$ cat src/fvdf_pkg.sv
// ----------------------------------------------------------------------------
// fvdf_pkg
// Shared types and constants for the four-view disparity fusion core.
// ----------------------------------------------------------------------------
package fvdf_pkg;

  localparam int DISP_W = 8;
  localparam int THR_W  = 9;
  localparam int SUM_W  = 10;
  localparam int CNT_W  = 3;
  localparam int CFG_ADDR_W = 1;

  // register indexes
  localparam logic [CFG_ADDR_W-1:0] CFG_PAIR_THR   = 1'b0;
  localparam logic [CFG_ADDR_W-1:0] CFG_TRIPLE_THR = 1'b1;

  localparam logic [THR_W-1:0] THR_RESET = 9'd3;

  // floor(x/3) = (x * 683) >> 11 for x < 1024
  localparam int RECIP3_W     = 10;
  localparam int RECIP3_SHIFT = 11;
  localparam logic [RECIP3_W-1:0] RECIP3 = 10'd683;

  typedef logic [DISP_W-1:0] disp_t;
  typedef logic [SUM_W-1:0]  sum_t;

  // final scaling of the selected numerator
  typedef logic [1:0] op_t;
  localparam op_t OP_ZERO  = 2'd0;
  localparam op_t OP_PASS  = 2'd1;
  localparam op_t OP_HALF  = 2'd2;
  localparam op_t OP_THIRD = 2'd3;

endpackage

$ cat src/fvdf_div.sv
// ----------------------------------------------------------------------------
// fvdf_div
// Scales the selected numerator: zero, pass, halve or divide by three.
// ----------------------------------------------------------------------------
module fvdf_div (
  input  fvdf_pkg::sum_t  num,
  input  fvdf_pkg::op_t   op,
  output fvdf_pkg::disp_t res
);
  import fvdf_pkg::*;

  logic [SUM_W+RECIP3_W-1:0] prod;

  assign prod = (SUM_W+RECIP3_W)'(num) * (SUM_W+RECIP3_W)'(RECIP3);

  always_comb begin
    case (op)
      OP_ZERO:  res = '0;
      OP_PASS:  res = num[DISP_W-1:0];
      OP_HALF:  res = num[DISP_W:1];
      OP_THIRD: res = prod[RECIP3_SHIFT +: DISP_W];
      default:  res = '0;
    endcase
  end

endmodule

$ cat src/four_view_disparity_fusion_core.sv
// ----------------------------------------------------------------------------
// four_view_disparity_fusion_core
// Fuses four per-pixel disparities (east, north, west, south) into one.
// ----------------------------------------------------------------------------
// Throughput: one beat per cycle unless m_tready stalls; each input beat
//   reaches m_tvalid through four register stages, each stage holds
//   under backpressure and frees as soon as the next one moves.
// Reset (rst, synchronous): clears all stage valid bits and sets both
//   thresholds to 3.
// ----------------------------------------------------------------------------
module four_view_disparity_fusion_core (
  input  logic                              clk,
  input  logic                              rst,
  input  logic                              cfg_wr_en,
  input  logic [fvdf_pkg::CFG_ADDR_W-1:0]   cfg_addr,
  input  logic [fvdf_pkg::THR_W-1:0]        cfg_wdata,
  input  logic                              s_tvalid,
  output logic                              s_tready,
  // disp_east[7:0], disp_north[15:8], disp_west[23:16], disp_south[31:24]
  input  logic [4*fvdf_pkg::DISP_W-1:0]     s_tdata,
  output logic                              m_tvalid,
  input  logic                              m_tready,
  // fused_disp[7:0]
  output logic [fvdf_pkg::DISP_W-1:0]       m_tdata
);
  import fvdf_pkg::*;

  logic [THR_W-1:0] pair_thr;
  logic [THR_W-1:0] triple_thr;

  logic v1, v2, v3, v4;
  logic en1, en2, en3, en4;

  // stage 1: compacted views
  logic [CNT_W-1:0] s1_n;
  disp_t            s1_v [4];
  logic [CNT_W-1:0] s1_n_next;
  disp_t            s1_v_next [4];

  // stage 2: closeness, sum, extremes
  logic [CNT_W-1:0] s2_n;
  disp_t            s2_v [3];
  logic             s2_c01, s2_c02, s2_c12;
  sum_t             s2_sum;
  disp_t            s2_lo, s2_hi;

  // stage 3: numerator and scaling
  sum_t s3_num;
  op_t  s3_op;

  // comb
  logic [THR_W-1:0] thr;
  disp_t            d01, d02, d12;
  disp_t            lo_a, lo_b, hi_a, hi_b;
  sum_t             s3_num_next;
  op_t              s3_op_next;
  logic [1:0]       nclose;
  disp_t            res;

  always_ff @(posedge clk) begin
    if (rst) begin
      pair_thr   <= THR_RESET;
      triple_thr <= THR_RESET;
    end else if (cfg_wr_en) begin
      case (cfg_addr)
        CFG_PAIR_THR:   pair_thr   <= cfg_wdata;
        CFG_TRIPLE_THR: triple_thr <= cfg_wdata;
        default: ;
      endcase
    end
  end

  // handshake chain
  assign en4      = !v4 || m_tready;
  assign en3      = !v3 || en4;
  assign en2      = !v2 || en3;
  assign en1      = !v1 || en2;
  assign s_tready = en1;
  assign m_tvalid = v4;

  always_ff @(posedge clk) begin
    if (rst) begin
      v1 <= 1'b0;
      v2 <= 1'b0;
      v3 <= 1'b0;
      v4 <= 1'b0;
    end else begin
      if (en1) v1 <= s_tvalid;
      if (en2) v2 <= v1;
      if (en3) v3 <= v2;
      if (en4) v4 <= v3;
    end
  end

  // stage 1: pack nonzero views to the front, keep order
  always_comb begin
    disp_t d;
    s1_n_next = '0;
    for (int i = 0; i < 4; i++) s1_v_next[i] = '0;
    for (int i = 0; i < 4; i++) begin
      d = s_tdata[i*DISP_W +: DISP_W];
      if (d != '0) begin
        s1_v_next[s1_n_next[1:0]] = d;
        s1_n_next = s1_n_next + CNT_W'(1);
      end
    end
  end

  always_ff @(posedge clk) begin
    if (en1) begin
      s1_n <= s1_n_next;
      for (int i = 0; i < 4; i++) s1_v[i] <= s1_v_next[i];
    end
  end

  // stage 2
  assign thr = (s1_n == CNT_W'(2)) ? pair_thr : triple_thr;
  assign d01 = (s1_v[0] > s1_v[1]) ? s1_v[0] - s1_v[1] : s1_v[1] - s1_v[0];
  assign d02 = (s1_v[0] > s1_v[2]) ? s1_v[0] - s1_v[2] : s1_v[2] - s1_v[0];
  assign d12 = (s1_v[1] > s1_v[2]) ? s1_v[1] - s1_v[2] : s1_v[2] - s1_v[1];
  assign lo_a = (s1_v[0] < s1_v[1]) ? s1_v[0] : s1_v[1];
  assign lo_b = (s1_v[2] < s1_v[3]) ? s1_v[2] : s1_v[3];
  assign hi_a = (s1_v[0] > s1_v[1]) ? s1_v[0] : s1_v[1];
  assign hi_b = (s1_v[2] > s1_v[3]) ? s1_v[2] : s1_v[3];

  always_ff @(posedge clk) begin
    if (en2) begin
      s2_n   <= s1_n;
      for (int i = 0; i < 3; i++) s2_v[i] <= s1_v[i];
      s2_c01 <= {1'b0, d01} < thr;
      s2_c02 <= {1'b0, d02} < thr;
      s2_c12 <= {1'b0, d12} < thr;
      s2_sum <= (SUM_W'(s1_v[0]) + SUM_W'(s1_v[1])) + (SUM_W'(s1_v[2]) + SUM_W'(s1_v[3]));
      s2_lo  <= (lo_a < lo_b) ? lo_a : lo_b;
      s2_hi  <= (hi_a > hi_b) ? hi_a : hi_b;
    end
  end

  // stage 3: choose numerator and scaling by view count
  assign nclose = 2'(s2_c01) + 2'(s2_c02) + 2'(s2_c12);

  always_comb begin
    s3_num_next = s2_sum;
    s3_op_next  = OP_ZERO;
    case (s2_n)
      CNT_W'(1): s3_op_next = OP_PASS;
      CNT_W'(2): s3_op_next = s2_c01 ? OP_HALF : OP_ZERO;
      CNT_W'(3): begin
        case (nclose)
          2'd3: s3_op_next = OP_THIRD;
          2'd2: begin
            s3_op_next = OP_PASS;
            if (!s2_c01)      s3_num_next = SUM_W'(s2_v[2]);
            else if (!s2_c02) s3_num_next = SUM_W'(s2_v[1]);
            else              s3_num_next = SUM_W'(s2_v[0]);
          end
          2'd1: begin
            s3_op_next = OP_HALF;
            if (s2_c01)      s3_num_next = SUM_W'(s2_v[0]) + SUM_W'(s2_v[1]);
            else if (s2_c02) s3_num_next = SUM_W'(s2_v[0]) + SUM_W'(s2_v[2]);
            else             s3_num_next = SUM_W'(s2_v[1]) + SUM_W'(s2_v[2]);
          end
          default: s3_op_next = OP_ZERO;
        endcase
      end
      CNT_W'(4): begin
        s3_op_next  = OP_HALF;
        s3_num_next = s2_sum - SUM_W'(s2_lo) - SUM_W'(s2_hi);
      end
      default: s3_op_next = OP_ZERO;
    endcase
  end

  always_ff @(posedge clk) begin
    if (en3) begin
      s3_num <= s3_num_next;
      s3_op  <= s3_op_next;
    end
  end

  // stage 4: scale and register the result
  fvdf_div u_div (
    .num (s3_num),
    .op  (s3_op),
    .res (res)
  );

  always_ff @(posedge clk) begin
    if (en4) m_tdata <= res;
  end

`ifndef NO_ASSERTIONS
  a_stall_only_on_backpressure: assert property (@(posedge clk) disable iff (rst)
    !s_tready |-> (m_tvalid && !m_tready))
    else $error("input stalled without output backpressure");

  a_zero_result: assert property (@(posedge clk) disable iff (rst)
    (v3 && en4 && s3_op == OP_ZERO) |=> (m_tdata == '0))
    else $error("rejected pixel gave nonzero result");

  a_pass_result: assert property (@(posedge clk) disable iff (rst)
    (v3 && en4 && s3_op == OP_PASS) |=> (m_tdata == $past(s3_num[DISP_W-1:0])))
    else $error("pass-through result mismatch");

  a_half_result: assert property (@(posedge clk) disable iff (rst)
    (v3 && en4 && s3_op == OP_HALF) |=> (m_tdata == $past(s3_num[DISP_W:1])))
    else $error("mean of pair mismatch");
`endif

endmodule

$ cat config.mk
export PLATFORM = sky130hd
export DESIGN_NAME = four_view_disparity_fusion_core
export DESIGN_NICKNAME = d
export VERILOG_FILES = /design/src/fvdf_pkg.sv /design/src/fvdf_div.sv /design/src/four_view_disparity_fusion_core.sv
export SDC_FILE = /design/constraint.sdc
export NUM_CORES = 1
export LEC_CHECK = 0
export ABC_AREA = 1
export BUFFER_PORTS_ARGS = -buffer_cell sky130_fd_sc_hd__buf_2
export CORE_MARGIN = 3
export CORE_UTILIZATION = 65
export CTS_BUF_LIST = sky130_fd_sc_hd__clkbuf_8
export DETAILED_ROUTE_END_ITERATION = 8
export HOLD_SLACK_MARGIN = 0.03
export PLACE_DENSITY = 0.79
export REMOVE_ABC_BUFFERS = 1
export SLEW_MARGIN = 20
export SYNTH_ARGS = -nofsm -noshare
export SYNTH_HDL_FRONTEND = slang
export SYNTH_HIERARCHICAL = 1
export SYNTH_SLANG_ARGS = --single-unit
$ cat constraint.sdc
create_clock -name clk -period 5.8 [get_ports clk]
set_clock_uncertainty 0.2 [all_clocks]
set_input_delay 0.58 -clock clk [delete_from_list [all_inputs] [get_ports clk]]
set_output_delay 0.58 -clock clk [all_outputs]
set_load 0.05 [all_outputs]
==> results of run 1 <==
cells by family (layout without fill, tap and decap cells):
family | count (synthesis) | in the layout | synth area share [%]
adder cells (fa/ha/maj) | 247 | 247 | 26.5
AO/OA/AOI/OAI | 321 | 321 | 14.0
XOR/XNOR | 43 | 43 | 2.85
flip-flops | 133 | 133 | 28.6
AND/OR/NAND/NOR | 573 | 573 | 18.4
buffers and inverters | 300 | 366 | 8.72
multiplexers | 12 | 12 | 0.929
cells in the final DEF, fill, tap and decap left out, drive strengths merged, types with 22 or more instances in the layout:
cell type	count
fa	54
xor2	25
nor2	115
o21ai	110
a21oi	127
buf	59
ha	193
dfxtp	22
edfxtp	111
nand2	347
inv	279
nand3	73
routing by layer:
metal  GRT usage (%)  up-vias
met2            53.8      543
met3            5.06       99
li1                -     5553
met4            10.6        0
met1            43.4     5302
met5               0        -
stage by stage:
| stage | hold WS [ns] | area (um2) |
|---|---|---|
| final | 0.107 | 14100 |
| after global routing | 0.0965 | 14100 |
| after CTS | 0.0843 | 14100 |
| after detailed placement | 0.242 | 13700 |
| after global placement | 0.235 | 13700 |
| after floorplan | 0.226 | 13100 |
final timing paths:
path	depth (start not counted)	endpoint	slack, ns
max reg2reg	16	s2_hi[0]	1.25
min	2	v1	0.11
min reg2reg	0	s2_n[0]	0.25
max	16	s2_hi[0]	1.25
flip-flops by register name, summed over array words and instances (netlist names):
register / flops
m_tvalid: 1
m_tdata: 8
s2_v: 24
s3_num: 10
s1_n: 3
pair_thr: 9
triple_thr: 9
s1_v: 32
s3_op: 2
v2: 1
v3: 1
s2_n: 3
s2_hi: 8
s2_sum: 10
s2_c12: 1
s2_lo: 8
s2_c01: 1
v1: 1
s2_c02: 1
cell type report:
type                       instances  area share, %
clock buffer                      17           1.66
timing repair buffer              59           2.15
sequential                       133           26.8
multi-input combinational       1196           58.7
tap                              265           2.35
inverter                         275           7.33
clock inverter                    15          0.960
critical path, stage by stage, from the launching register on:
cell and delay (ns):
edfxtp_1 0.71, ha_1 0.35, nand2_1 0.07, nand2_1 0.04, nand2_1 0.05, nand2_1 0.04
nand2_1 0.07, nand2_1 0.26, o21ai_1 0.57, o21ai_0 0.31, ha_1 0.36, a21oi_1 0.15
nor2_1 0.06, a211oi_1 0.20, o21ai_0 0.12, o21ai_1 0.50, o21ai_0 0.21
==> reports/metrics.csv, run 1 <==
stage,metric,value,unit
clock_network,Skew-Pair Late Insertion Delay,0.47,ns
layout,share of cells above drive strength 1,7.96,%
synth,asr flop ratio synth,0,%
layout,# nets final,1976,
placement,Post-Place Worst Slack,1.35,ns
drt,Max Used Layer,met4,
synth,Synth Register Bits,133,
timing,worst slew pin tran,0.970,ns
worst_setup_path,Setup Crit Path Kind,reg -> reg,
global_routing,vias in the first global route,11000,
worst_setup_path,Worst EP arrival,4.51,ns
synth,Synth top cells by count,"nand2_1 (330), inv_1 (268), ha_1 (193)",
global_routing,global-route wire length before repair,55.9,mm
timing,setup_tns,0,ns
floorplan,io pins,57,
timing,unrepaired setup endpoints after global routing,false,
placement,post-DP HPWL,27.5,mm
timing,final period demand of the worst path,4.55,ns
clock_network,# clock sinks,133,
synth,most common cell in the synthesized netlist,nand2_1,
floorplan,die footprint,22000,um2
synth,count of cell types in the netlist,53,
layout,Area growth syn-to-layout,6.71,%
status,status,"complete, no violations",
floorplan,Starting Density,66.9,%
synth,post-synthesis cell count,1629,
synth,"EDFF count, synth",111,
layout,area of the multi-input gates,8270,um2
clock_network,TritonCTS Buffers,17,
global_routing,aggregate global routing overflow,0,
synth,Area contributors post-synth,"edfxtp_1 (25%), ha_1 (18%), nand2_1 (9.4%)",
synth,mean area per synthesized cell,8.10,um2
worst_setup_path,CP startpoint kind,flop,
drt,drt total wl,34.5,mm
timing,Worst Slack Setup Final,1.25,ns
hold_path,hold crit path type,in -> reg,
placement,Final GP Congestion,0.962,
placement,placed insts,1928,
drt,initial drt markers,1054,
synth,sequential area share after synthesis,28.6,%
drt,Post-DRT Antenna Nets,0,
clock_network,htree depth,4,
clock_network,CTS tree,yes,
drt,Vias,11500,
timing,Achievable Freq,220,MHz
layout,fill count,1580,
clock_network,clk root buf,clkbuf_8,
synth,Synth top area share,25.3,%
synth,Main synth FF type,edfxtp_1,
worst_setup_path,crit path from,s1_v[2][1],
layout,sequential cell area,3770,um2
drt,met1 WL,14.4,mm
floorplan,row cnt,51,
layout,final core occ,71.4,%
drt,DRC Markers,0,
placement,Port Buffers,56,
global_routing,total track usage,32.3,%
clock_network,clk slew on worst S/H paths,0.08,ns
timing,final period utilization,78.4,%
clock_network,post-CTS setup repair buffer count,0,
drt,routed vias/inst,5.87,
synth,Synth area leader,edfxtp_1,
timing,Slew Limit Fails,0,
hold_path,HP Start,rst,
drt,met3 routed WL,2.77,mm
drt,DR pass1 iterations,6,
worst_setup_path,CP Capture Type,flop,
drt,WL/cell,17.6,um
timing,final hold violation count,0,
worst_setup_path,worst-path maximum fanout,16,
worst_setup_path,Crit path required time,5.76,ns
global_routing,initial antenna violation count,0,
synth,Yosys warnings,6,
layout,Finished Layout Cells,1960,
layout,antenna fix cells,0,
clock_network,hold buffers post-CTS,0,
timing,relative slew slack,35.1,%
flow_run,# Max-Cap Violations,0,
floorplan,total core area,19700,um2
drt,met2 routed WL,16.1,mm
floorplan,Die Span Y,148,um
global_routing,largest net degree at the start of global routing,38,
timing,endpoints failing setup,0,
clock_network,worst-case clock buffer depth,2,
clock_network,post-CTS sizing,0,
synth,synthesized area,13200,um2
floorplan,Die Wd,148,um
worst_setup_path,R2R Path Start,s1_v[2][1],
Power of run 1 is left out: the tool's default activity adds up to more than one toggle a clock period on the data nets, which glitch-free logic cannot reach.
==> run 2, diff against run 1 <==
CORE_UTILIZATION = 59   (was 65)
PLACE_DENSITY = 0.76   (was 0.79)
clock period = 4.1 ns   (was 5.8 ns; I/O delays follow)
==> reports/metrics.csv, run 2 (synthesized netlist as in run 1, its figures left out) <==
stage,metric,value,unit,change
drt,DR pass1 iterations,5,,-1
timing,worst hold margin,0.110,ns,+0.00306 ns
hold_path,WHS Path Cells,3,,+1
layout,fill count,1790,,+13%
worst_setup_path,worst reg-to-reg setup slack,-0.02,ns,-1.27 ns
layout,largest reg by FF count,s1_v,,
floorplan,Die Span Y,156,um,+4.8%
drt,drt total wl,35.5,mm,+3.0%
global_routing,largest net degree at the start of global routing,57,,+50%
drt,WL/cell,17.2,um,-2.2%
global_routing,initial antenna violation count,0,,unchanged
hold_path,Worst Hold Endpoint,s1_v[0][7],,
timing,final period utilization,100,%,+22 points
drt,routed vias/inst,5.65,,-3.7%
worst_setup_path,CP Capture Type,flop,,
drt,Vias,11700,,+1.5%
drt,initial drt markers,935,,-11%
worst_setup_path,R2R Path Start,s3_num[4],,
global_routing,aggregate global routing overflow,0,,unchanged
layout,most frequent cells in the layout,"nand2_1 (325), inv_1 (261), ha_1 (174)",,
status,status,"complete, but fails checks",,
timing,final period demand of the worst path,4.12,ns,-0.429 ns
timing,Achievable Freq,243,MHz,+10%
clock_network,# clock sinks,133,,unchanged
placement,Port Buffers,56,,unchanged
clock_network,clk root buf,clkbuf_8,,
layout,max reg flops,32,,unchanged
worst_setup_path,R2R depth,16,,unchanged
timing,Slew Limit Fails,0,,unchanged
global_routing,global-route wire length before repair,56.3,mm,+0.70%
clock_network,worst-case clock buffer depth,2,,unchanged
layout,"commonest non-fill, non-tap cell in the layout",nand2_1,,
floorplan,total core area,21900,um2,+11%
placement,post-DP HPWL,28.0,mm,+1.9%
global_routing,total track usage,29.3,%,-2.9 points
floorplan,io pins,57,,unchanged
placement,Final GP Congestion,0.986,,+2.5%
clock_network,CTS tree,yes,,
hold_path,HP Start,s_tdata[31],,
worst_setup_path,Worst EP arrival,4.13,ns,-0.38 ns
worst_setup_path,worst-path maximum fanout,4,,-12
floorplan,die footprint,24200,um2,+9.8%
status,violated checks,setup timing,,
timing,Worst Slack Setup Final,-0.0198,ns,-1.27 ns
worst_setup_path,Crit path required time,4.11,ns,-1.65 ns
layout,Area growth syn-to-layout,14.4,%,
timing,final hold violation count,0,,unchanged
timing,unrepaired setup endpoints after global routing,true,,
clock_network,Skew-Pair Late Insertion Delay,0.46,ns,about the same
layout,share of cells above drive strength 1,14.3,%,+6.4 points
worst_setup_path,R2R Path End,m_tdata[3],,
global_routing,vias in the first global route,11400,,+3.4%
clock_network,TritonCTS Buffers,17,,unchanged
timing,relative slew slack,47.9,%,+13 points
clock_network,clk slew on worst S/H paths,0.08,ns,about the same
layout,# nets final,2066,,+4.6%
hold_path,hold crit path type,in -> reg,,
drt,DRC Markers,0,,unchanged
worst_setup_path,Setup Crit Path Kind,reg -> reg,,
timing,endpoints failing setup,2,,+2
floorplan,row cnt,54,,+5.9%
flow_run,# Max-Cap Violations,0,,unchanged
drt,Post-DRT Antenna Nets,0,,unchanged
floorplan,Starting Density,60.3,%,-6.6 points
layout,Largest regs,"s1_v: 32 flops, s2_v: 24 flops",,
worst_setup_path,CP startpoint kind,flop,,
clock_network,htree depth,4,,unchanged
timing,worst slew pin tran,0.776,ns,-0.194 ns
floorplan,Die Wd,156,um,+4.8%
[run 2: cell count changes in the layout (fill, tap and decap cells not counted), sizes merged]
cell,previous run,this run
buf,59,138
dlygate4sd3,0,11
clkinvlp,2,6
clkinv,9,6
inv,279,277
diode,0,1
[run 2: how the worst max path moves through the flow]
| stage | startpoint | to | slack, ns | cells after the start |
|---|---|---|---|---|
| after floorplan | s3_num[0] | m_tdata[3] | 0.06 | 15 |
| after global placement | s3_num[2] | m_tdata[5] | -0.05 | 14 |
| after detailed placement | s3_num[4] | m_tdata[7] | -0.11 | 15 |
| after CTS | s3_num[2] | m_tdata[3] | 0.006 | 17 |
| after global routing | s3_num[2] | m_tdata[6] | -0.18 | 16 |
| final | s3_num[4] | m_tdata[3] | -0.02 | 16 |
[run 2: per-layer routing]
metal / share of wire (%) / vias to the layer above / global-route usage, %
li1: - / 5724 / -
met1: 41 / 5419 / 37.9
met2: 49 / 425 / 50.3
met3: 6.0 / 99 / 4.13
met4: 4.0 / 0 / 10.8
met5: 0 / - / 0
[run 2: area by class of cell]
class | instances | area (um2) | share of cell area, %
Tap cell | 280 | 350 | 2.32
Timing Repair Buffer | 149 | 1020 | 6.77
Sequential cell | 133 | 3770 | 25.0
Inverter | 275 | 1030 | 6.86
Clock inverter | 14 | 105 | 0.696
Clock buffer | 17 | 234 | 1.55
Multi-Input combinational cell | 1196 | 8570 | 56.8
Antenna cell | 1 | 2.50 | 0.0166
[run 2: through the flow]
stage                     std cells  setup slack (ns)  utilization, %  cell area (um2)  setup TNS, ns
final                          2065           -0.0198            68.9            15100        -0.0383
after CTS                      2049           0.00577            67.4            14800              0
after global placement         2000           -0.0509            64.7            14200         -0.133
after global routing           2064            -0.180            68.9            15100         -0.907
after floorplan                1604            0.0605               -            13100              0
after detailed placement       2000            -0.113            64.7            14200         -0.445
[run 2: repair_timing]
| item | 4_1_cts | 5_1_grt |
|---|---|---|
| buffers inserted | 7 | 15 |
| pin swaps | 5 | 28 |
| hold buffers | 11 | 0 |
| hold endpoints to repair | 20 | 0 |
| setup endpoints to repair | 7 | 19 |
| resized for setup | 11 | 41 |
[run 2: critical path, stage by stage, from the launching register on]
cell,delay [ns]
edfxtp_1,0.50
buf_4,0.19
buf_4,0.13
ha_4,0.23
fa_1,0.53
inv_1,0.06
fa_1,0.50
fa_1,0.50
inv_1,0.07
ha_4,0.29
nand2_2,0.08
o21a_1,0.19
o21a_1,0.18
nand2_1,0.06
nand2_1,0.06
nand3_1,0.07
nand2_1,0.05
Power of run 2 is left out for the same reason.
